--- config.mk ---
export PLATFORM = sky130hd
export DESIGN_NAME = nibble_delta_sample_encoder
export DESIGN_NICKNAME = d
export VERILOG_FILES = /design/src/rtl/nds_pkg.sv /design/src/rtl/nds_front.sv /design/src/rtl/nds_queue.sv /design/src/rtl/nds_back.sv /design/src/rtl/nibble_delta_sample_encoder.sv
export SDC_FILE = /design/constraint.sdc
export NUM_CORES = 1
export LEC_CHECK = 0
export BUFFER_PORTS_ARGS = -buffer_cell sky130_fd_sc_hd__buf_2
export CORE_MARGIN = 3
export CORE_UTILIZATION = 40
export DETAILED_ROUTE_END_ITERATION = 16
export GPL_TIMING_DRIVEN = 0
export PLACE_DENSITY = 0.66
export SLEW_MARGIN = 25
export SYNTH_ARGS = -nofsm -noshare
export SYNTH_HDL_FRONTEND = slang
export SYNTH_SLANG_ARGS = --single-unit
--- constraint.sdc ---
create_clock -name clk -period 5.92 [get_ports clk]
set_input_delay 0.888 -clock clk [delete_from_list [all_inputs] [get_ports clk]]
set_output_delay 0.888 -clock clk [all_outputs]
set_load 0.02 [all_outputs]
--- src/rtl/nds_pkg.sv ---
`timescale 1ns / 1ps

package nds_pkg;

	localparam logic [3:0] ESC_NIBBLE = 4'h8;
	localparam int SAMPLE_W = 12;

	// bytes that one accepted item produces, in output order
	typedef struct packed {
		logic       two;
		logic [7:0] b0;
		logic [7:0] b1;
	} job_t;

endpackage

--- src/rtl/nds_front.sv ---
`timescale 1ns / 1ps

module nds_front (
	input  logic                           clk,
	input  logic                           arst_n,
	input  logic                           take,
	input  logic                           mode,
	input  logic [nds_pkg::SAMPLE_W-1:0]   sample,
	output logic                           job_push,
	output nds_pkg::job_t                  job
);

	logic [nds_pkg::SAMPLE_W-1:0] prev_q, prev_d;
	logic                         started_q, started_d;
	logic                         half_q, half_d;
	logic [3:0]                   held_q, held_d;

	logic [nds_pkg::SAMPLE_W:0]   diff;
	logic                         step_ok;
	logic                         any;
	logic [3:0]                   nib_a, nib_b, nib_c;

	assign diff    = {1'b0, sample} - {1'b0, prev_q};
	assign step_ok = ($signed(diff) >= -13'sd7) && ($signed(diff) <= 13'sd7);
	assign nib_a   = sample[11:8];
	assign nib_b   = sample[7:4];
	assign nib_c   = sample[3:0];

	always_comb begin
		job       = '0;
		any       = 1'b0;
		prev_d    = prev_q;
		started_d = started_q;
		half_d    = half_q;
		held_d    = held_q;
		if (mode) begin
			if (half_q) begin
				job.b0 = {held_q, 4'h0};
				any    = 1'b1;
				half_d = 1'b0;
			end
		end else begin
			prev_d = sample;
			if (started_q && step_ok) begin
				if (half_q) begin
					job.b0 = {held_q, diff[3:0]};
					any    = 1'b1;
					half_d = 1'b0;
				end else begin
					held_d = diff[3:0];
					half_d = 1'b1;
				end
			end else begin
				started_d = 1'b1;
				if (started_q) begin
					// escape plus three raw nibbles: parity of the held half is unchanged
					job.two = 1'b1;
					any     = 1'b1;
					if (half_q) begin
						job.b0 = {held_q, nds_pkg::ESC_NIBBLE};
						job.b1 = {nib_a, nib_b};
						held_d = nib_c;
					end else begin
						job.b0 = {nds_pkg::ESC_NIBBLE, nib_a};
						job.b1 = {nib_b, nib_c};
					end
				end else begin
					any = 1'b1;
					if (half_q) begin
						job.two = 1'b1;
						job.b0  = {held_q, nib_a};
						job.b1  = {nib_b, nib_c};
						half_d  = 1'b0;
					end else begin
						job.b0 = {nib_a, nib_b};
						held_d = nib_c;
						half_d = 1'b1;
					end
				end
			end
		end
	end

	assign job_push = take & any;

	always_ff @(posedge clk or negedge arst_n) begin
		if (!arst_n) begin
			prev_q    <= '0;
			started_q <= 1'b0;
			half_q    <= 1'b0;
			held_q    <= '0;
		end else if (take) begin
			prev_q    <= prev_d;
			started_q <= started_d;
			half_q    <= half_d;
			held_q    <= held_d;
		end
	end

endmodule

--- src/rtl/nds_queue.sv ---
`timescale 1ns / 1ps

module nds_queue #(
	parameter int DEPTH = 2
) (
	input  logic          clk,
	input  logic          arst_n,
	input  logic          wr_en,
	input  nds_pkg::job_t wr_data,
	input  logic          rd_en,
	output nds_pkg::job_t rd_data,
	output logic          full,
	output logic          empty
);

	localparam int PW = (DEPTH > 1) ? $clog2(DEPTH) : 1;
	localparam int CW = $clog2(DEPTH + 1);
	localparam logic [PW-1:0] LAST = PW'(DEPTH - 1);
	localparam logic [CW-1:0] FULLC = CW'(DEPTH);

	nds_pkg::job_t  mem_q [DEPTH];
	logic [PW-1:0]  wptr_q, rptr_q;
	logic [CW-1:0]  count_q;
	logic           do_wr, do_rd;

	assign full    = (count_q == FULLC);
	assign empty   = (count_q == '0);
	assign do_wr   = wr_en & ~full;
	assign do_rd   = rd_en & ~empty;
	assign rd_data = mem_q[rptr_q];

	always_ff @(posedge clk) begin
		if (do_wr) begin
			mem_q[wptr_q] <= wr_data;
		end
	end

	always_ff @(posedge clk or negedge arst_n) begin
		if (!arst_n) begin
			wptr_q  <= '0;
			rptr_q  <= '0;
			count_q <= '0;
		end else begin
			if (do_wr) begin
				wptr_q <= (wptr_q == LAST) ? '0 : wptr_q + 1'b1;
			end
			if (do_rd) begin
				rptr_q <= (rptr_q == LAST) ? '0 : rptr_q + 1'b1;
			end
			if (do_wr && !do_rd) begin
				count_q <= count_q + 1'b1;
			end else if (do_rd && !do_wr) begin
				count_q <= count_q - 1'b1;
			end
		end
	end

endmodule

--- src/rtl/nds_back.sv ---
`timescale 1ns / 1ps

module nds_back (
	input  logic          clk,
	input  logic          arst_n,
	input  logic          q_empty,
	input  nds_pkg::job_t q_data,
	output logic          q_pop,
	output logic          empty,
	output logic [7:0]    out_byte,
	output logic          last_of_run,
	input  logic          pop
);

	logic       valid_q;
	logic [7:0] byte_q;
	logic       last_q;
	logic       second_q;
	logic [7:0] second_byte_q;
	logic       load;

	// output slot frees when empty or when its beat is taken
	assign load  = ~valid_q | pop;
	assign q_pop = load & ~second_q & ~q_empty;

	always_ff @(posedge clk or negedge arst_n) begin
		if (!arst_n) begin
			valid_q  <= 1'b0;
			second_q <= 1'b0;
		end else if (load) begin
			if (second_q) begin
				valid_q  <= 1'b1;
				second_q <= 1'b0;
			end else if (!q_empty) begin
				valid_q  <= 1'b1;
				second_q <= q_data.two;
			end else begin
				valid_q  <= 1'b0;
			end
		end
	end

	always_ff @(posedge clk) begin
		if (load) begin
			if (second_q) begin
				byte_q <= second_byte_q;
				last_q <= 1'b1;
			end else if (!q_empty) begin
				byte_q        <= q_data.b0;
				last_q        <= ~q_data.two;
				second_byte_q <= q_data.b1;
			end
		end
	end

	assign empty       = ~valid_q;
	assign out_byte    = byte_q;
	assign last_of_run = last_q;

endmodule

--- src/rtl/nibble_delta_sample_encoder.sv ---
`timescale 1ns / 1ps

// channel  | handshake             | payload
// ---------+-----------------------+------------------------------
// input    | push / full           | mode[0:0], sample[11:0]
// result   | empty / pop           | out_byte[7:0], last_of_run
//
// an item is classified and packed in the cycle it is taken, so input is
// taken every cycle while the job queue has room; results leave one byte per
// cycle from the output register while pop is held; an escaped sample leaves
// as two bytes. bytes pass the job queue, then the output register. reset
// clears the coder state, the job queue and the output register; no clearing
// pass. either side may stall; the job queue absorbs the difference.

module nibble_delta_sample_encoder #(
	parameter int QUEUE_DEPTH = 2
) (
	input  logic        clk,
	input  logic        arst_n,
	input  logic        push,
	output logic        full,
	input  logic        mode,
	input  logic [11:0] sample,
	output logic        empty,
	input  logic        pop,
	output logic [7:0]  out_byte,
	output logic        last_of_run
);

	logic          take;
	logic          job_push;
	nds_pkg::job_t job;
	nds_pkg::job_t q_data;
	logic          q_pop;
	logic          q_full;
	logic          q_empty;

	assign full = q_full;
	assign take = push & ~q_full;

	nds_front u_front (
		.clk      (clk),
		.arst_n   (arst_n),
		.take     (take),
		.mode     (mode),
		.sample   (sample),
		.job_push (job_push),
		.job      (job)
	);

	nds_queue #(
		.DEPTH (QUEUE_DEPTH)
	) u_queue (
		.clk     (clk),
		.arst_n  (arst_n),
		.wr_en   (job_push),
		.wr_data (job),
		.rd_en   (q_pop),
		.rd_data (q_data),
		.full    (q_full),
		.empty   (q_empty)
	);

	nds_back u_back (
		.clk         (clk),
		.arst_n      (arst_n),
		.q_empty     (q_empty),
		.q_data      (q_data),
		.q_pop       (q_pop),
		.empty       (empty),
		.out_byte    (out_byte),
		.last_of_run (last_of_run),
		.pop         (pop)
	);

endmodule

Word level (Yosys, flattened, before mapping)
Memory sizes are Yosys's and may differ from the RTL's. Index checks and enable logic that the tools add are counted.

Add/subtract/negate cells: 5. $lt $le $gt $ge: 2. Equality and inequality tests: 6. Mux-type cells: 37. Bitwise logic cells: 14. Reductions and logical operators: 14.

Operator list (number): two-way mux 8 bit (10); two-way mux 4 bit (5); two-way mux 1 bit (18); two-way mux 17 bit (1); two-way mux 16 bit (1); >= comparator 13 x 4 -> 1 bit, second input constant (1); <= comparator 13 x 4 -> 1 bit, second input constant (1); subtractor 12 x 12 -> 13 bit (1); NOT 1 bit (7); AND 1 bit (6); inequality test 3 bit, second input constant (2); AND reduction 2 bit (3); AND reduction 3 bit (2); AND reduction 5 bit (1); logical AND 1 bit (4); two-way mux 2 bit (2); inequality test 2 bit, second input constant (2); adder 1 bit, second input constant (2); adder 2 x 1 -> 2 bit, second input constant (1); == test 2 bit, second input constant (1); logical NOT 1 bit (2); logical NOT 2 bit (1); inequality test 2 x 1 -> 1 bit, second input constant (1); nonzero test 2 bit (1); other kinds (2) (2).

Flip-flop bits (word level): 41. Bits in writable memories: 34. Bits of input ports: 17. Output and inout port bits: 11. Word-level logic and storage cells: 91. Memories: 1.

Memories: u_queue.mem_q (depth 2, width 17, read ports 1, clocked after memory_dff 0, write ports 1, line nds_queue.sv:21) `nds_pkg::job_t mem_q [DEPTH];`.

Logic depth before layout (Yosys ltp)
Depth after elaboration: 12. Mapped depth: 18.

Hierarchy
Synthesis repeated with hierarchy kept, for this count alone.

Cell total of the unflattened synthesis: 395. Area, all modules: 4310.4 um^2.

Modules (own cells, without submodules): nds_front (instances 1, cells each 282, area each 2093.3 um^2, sequential area each 450.4 um^2); nds_queue (instances 1, cells each 72, area each 1473.9 um^2, sequential area each 1121.1 um^2); nds_back (instances 1, cells each 40, area each 729.4 um^2, sequential area each 560.5 um^2); nibble_delta_sample_encoder (instances 1, cells each 1, area each 13.8 um^2, sequential area each 0.0 um^2).

Worst setup path before layout
OpenSTA, ideal clock, no wires.

Path type: input -> register. Start point: input port sample[0]. End point: memory u_queue.mem_q[1][0] (netlist name) (enable). Setup time: 416 ps. Arrival: 4361 ps. Slack: 1142 ps. Cell stages on the path: 14. Buffers on the path: 1. Cells stage by stage: inv_1 ha_1 inv_1 fa_1 a21oi_1 o211ai_2 a31oi_1 xor2_1 nor3_1 and4_1 buf_2 o21ai_1 a21oi_1 nor3b_1.

Cells in the longest elaborated chain, start to end: 10. Elaborated cells between the ends (all ways): 11. Classes of those cells: add/sub: 1; order compare: 2; mux: 4; bitwise: 2; reduce/logical: 2.

RTL lines: start: declaration (line nibble_delta_sample_encoder.sv:23) `input logic [11:0] sample,`; subtractor 12 x 12 -> 13 bit * (line nds_front.sv:23) `assign diff = {1'b0, sample} - {1'b0, prev_q};`; >= comparator 13 x 4 -> 1 bit or <= comparator 13 x 4 -> 1 bit (tied branches) (line nds_front.sv:24) `assign step_ok = ($signed(diff) >= -13'sd7) && ($signed(diff) <= 13'sd7);`; logical AND 1 bit * (line nds_front.sv:24); logical AND 1 bit * (line nds_front.sv:44) `if (started_q && step_ok) begin`; two-way mux 1 bit * (line nds_front.sv:44); two-way mux 1 bit * (line nds_front.sv:36) `if (mode) begin`; AND 1 bit * (line nds_front.sv:84) `assign job_push = take & any;`; AND 1 bit * (line nds_queue.sv:28) `assign do_wr = wr_en & ~full;`; two-way mux 1 bit * (line nds_queue.sv:33) `if (do_wr) begin`; two-way mux 1 bit (not written as such) * (line nds_queue.sv:34) `mem_q[wptr_q] <= wr_data;`; end: declaration (line nds_queue.sv:21).

Mark *: on every way between the ends. The rest lies on a longest branch, timed or not.

Worst setup path in the final report
Start point: input port sample[0]. End point: register u_queue.count_q[1].

Cells in the longest elaborated chain, start to end: 11. Elaborated cells between the ends (all ways): 14. Classes of those cells: add/sub: 1; order compare: 2; mux: 3; bitwise: 2; reduce/logical: 6.

RTL lines: subtractor 12 x 12 -> 13 bit * (line nds_front.sv:23); >= comparator 13 x 4 -> 1 bit or <= comparator 13 x 4 -> 1 bit (tied branches) (line nds_front.sv:24); logical AND 1 bit * (line nds_front.sv:24); logical AND 1 bit * (line nds_front.sv:44); two-way mux 1 bit * (line nds_front.sv:44); two-way mux 1 bit * (line nds_front.sv:36); AND 1 bit * (line nds_front.sv:84); AND 1 bit * (line nds_queue.sv:28); named net u_queue.do_wr (line nds_queue.sv:24) `logic do_wr, do_rd;`; logical NOT 1 bit (line nds_queue.sv:52) `end else if (do_rd && !do_wr) begin`; logical AND 1 bit (line nds_queue.sv:52); nonzero test 2 bit (no line); end signal: assignment (line nds_queue.sv:51) `count_q <= count_q + 1'b1;`; end signal: assignment (line nds_queue.sv:53) `count_q <= count_q - 1'b1;`; end: declaration (line nds_queue.sv:23) `logic [CW-1:0] count_q;`.

Mark *: on every way through the listed nets, which the timed path passes. The rest lies on a longest branch. A chain may end at the register's enable or synchronous reset.

==> results.ini <==
[outcome]
outcome=complete, no violations

[synthesis]
synth_nets=419
synth-edff-count=51
synthDominantAreaCellType=edfxtp_1
post-synth-top-area-fraction=0.368
seq_area_frac_synth=0.513
syn_avg_cell_area_um2=10.7
ys_ff_latch=75
syn-cell-area_mm2=0.00416
netlist_instances=388
synth_top_cells_by_area=edfxtp_1, dfrtp_1, mux2_2
yosysWarningCount=0
most_numerous_cell_types_in_the_synthesized_netlist=edfxtp_1, nand2_1, o21ai_0
post_synth_num_cell_types=59
synth_ff_type=edfxtp_1
synth.most_common_cell=edfxtp_1
share_of_async_settable_or_async_resettable_flops_after_synthesis=0.320

[floorplan]
die_width_um=108
top_level_ports=28
fp.dieH_um=108
die-area_mm2=0.0117
rows=36
core_mm2=0.00995
start_util=0.418

[place]
routabilityCongestion=0.914
post-dp-hpwl_um=6740
port_buffers=26
pre_cts_ws_ns=0.868

[power]
power.static_leakage_nw=1.84
power_density_mw_per_mm2=514
vdd_drop_max_mv=0.266

[clock_tree]
post_cts_buffers=0
cts_root_buf=clkbuf_8
ctsResizeCount=0
tritoncts.num_buffers=9
clock_sink_count=75
clockBufferDepth=2
tritoncts=done
h_tree_levels=3
insertion_delay_ns=0.36
clk_pin_slew_worst_paths_ns=0.08
postCtsHoldBufs=0

[setup_path]
timing.setup.critical_path_class=input port to flop
worstSetupStartpointType=input port
critical-path-max-stage-delay_ns=0.55
critical_path_buf_inv_count=3
maximum_fanout_along_the_worst_path=10
worst_setup_path_end_kind=flop
arrival_ns=4.99
critical_path_required_ns=6.19
cp_slowest_cell=nor4b_4
crit_chain=buf_2 > inv_1 > ha_1 > inv_1 > fa_1 > a21o_1 > a21oi_1 > mux2_2 > nor3_1 > nand3_1 > nor4b_4 > o21ai_1 > a21oi_1 > nor2_1 > ha_1 > xor2_1 > nor2_1 > xnor2_1
crit_family=simple AND/OR/NAND/NOR gates

[flow_run]
maxCapViolCount=0

[global_routing]
initial_antenna_violation_count=0
via_count_of_the_first_global_routing_pass=2954
first_pass_grt_wire_length_um=15200
grt_remaining_overflow=0
track_usage=0.172
grt_start_max_net_pins=25

[sta]
post-route-worst-setup-slack_ns=1.20
fin_worst_skew_ns=0.00766
portion_of_the_clock_cycle_consumed_by_the_worst_path_in_the_final_layout=0.797
tightest_pin_transition_ns=0.964
rsz0062_at_grt=false
min_period_ns=4.72
report.final.slew_viol_count=0
setup_viol=0
slew_headroom=0.349
report.final.hold_viol_count=0
fmaxAchievable_mhz=212

[final_layout]
layout-area-overhead-vs-synth_pct=12.7
insertedDiodeCount=0
layout.core_utilization=0.471
drive_gt1_frac=0.181
nets=458

[detailed_routing]
wl_um=9220
ant_nets=0
drt_first_pass_iters=5
num_vias=3116
routed_wire_length_per_instance_um=16.3
first_iter_violations=307
drc=0
via_per_inst=5.52

[hold_path]
hp-class=flop to flop

[power by group]
| group | internal [mW] | total, mW | switching (mW) |
|---|---|---|---|
| Combinational | 0.439 | 1.15 | 0.706 |
| Sequential | 0.800 | 0.856 | 0.0552 |
| Clock | 0.209 | 0.406 | 0.198 |
| Total | 1.45 | 2.41 | 0.959 |
[state kept, by name, indices dropped and copies added (netlist names)]
name                  count
u_front.started_q         1
u_front.prev_q           12
u_back.valid_q            1
u_queue.count_q           2
u_back.second_byte_q      8
u_back.out_byte           8
u_back.second_q           1
u_front.half_q            1
u_front.held_q            4
u_queue.rptr_q            1
u_back.last_of_run        1
u_queue.wptr_q            1
u_queue.mem_q            34
[metrics by stage]
stage	TNS, ns	total power [mW]	instance area [um2]	std cells	hold WS, ns
2_1_floorplan	0	1.73	4160	388	0.454
3_3_place_gp	-0.267	1.97	4460	547	0.473
3_5_place_dp	0	2.01	4490	549	0.503
4_1_cts	0	2.42	4690	565	0.524
5_1_grt	0	2.60	4690	565	0.561
6_report	0	2.41	4690	565	0.520
[layout by cell type (no fill, tap or decap), types with 3 or more instances in the layout]
cell,netlist,layout
nor4_1,3,3
nand2b_1,3,3
nand3_1,6,6
a2111oi_0,3,3
nor2_1,28,28
a22oi_1,9,9
a31oi_1,3,3
inv_1,26,26
a21oi_1,13,13
and3_1,3,3
mux2_2,16,16
o22ai_1,3,3
edfxtp_1,51,51
xnor2_1,6,6
mux2i_1,9,9
nor3_1,12,10
dfrtp_1,24,24
xor2_1,6,6
o21ai_0,33,33
ha_1,13,13
a21o_1,3,3
buf_2,3,29
o31ai_1,5,5
nor3_2,1,3
clkbuf_8,0,10
a211oi_1,5,5
nand2_1,40,40
clkbuf_1,16,17
[cell type report]
class	instances	area (um2)
Clock buffer	11	141
Buffer	20	86.3
Clock inverter	5	61.3
Fill cell	932	5270
Multi-Input combinational cell	267	1860
Sequential cell	75	2130
Timing Repair Buffer	28	145
Tap cell	133	166
Inverter	26	97.6
[worst register-to-register path, cell delays in order (launching register included)]
cell     delay, ns
dfrtp_1       0.35
ha_1          0.18
inv_1         0.06
fa_1          0.42
a21o_1        0.21
a21oi_1       0.25
mux2_2        0.38
nor3_1        0.32
nand3_1       0.17
nor4b_4       0.55
o21ai_1       0.15
a21oi_1       0.40
nor2_1        0.08
ha_1          0.22
xor2_1        0.14
nor2_1        0.12
xnor2_1       0.14
[routing by layer]
metal  share of wire  vias up  track usage
met5               0        -            0
li1                -     1505            -
met4           0.024        0       0.0568
met2            0.49      106        0.287
met3           0.060       24       0.0430
met1            0.43     1481        0.218
[worst paths after layout]
kind,cells after the start,from,to,slack [ns]
max in group asynchronous,1,arst_n,u_front.prev_q[3]$_DFFE_PN0P_,4.96
worst min register to register,2,u_front.prev_q[0]$_DFFE_PN0P_,u_front.prev_q[0]$_DFFE_PN0P_,0.52
worst min-delay path,2,u_front.prev_q[0]$_DFFE_PN0P_,u_front.prev_q[0]$_DFFE_PN0P_,0.52
worst max register to register,16,u_front.prev_q[0]$_DFFE_PN0P_,u_queue.count_q[1]$_DFFE_PN0P_,1.69
min in group asynchronous,1,arst_n,u_queue.wptr_q$_DFFE_PN0P_,0.54
worst max-delay path,18,sample[0],u_queue.count_q[1]$_DFFE_PN0P_,1.20
[kinds of logic after synthesis]
logic type / count (synthesis) / synth area share
muxes: 25 / 0.0650
AOI/OAI and AO/OA: 99 / 0.166
and+or+nand+nor: 115 / 0.135
buffers and inverters: 46 / 0.0442
adders and majority gates: 14 / 0.0439
xor gates and xnor gates: 14 / 0.0331
DFF: 75 / 0.513
Note: power is estimated with default switching activity, not from simulation.
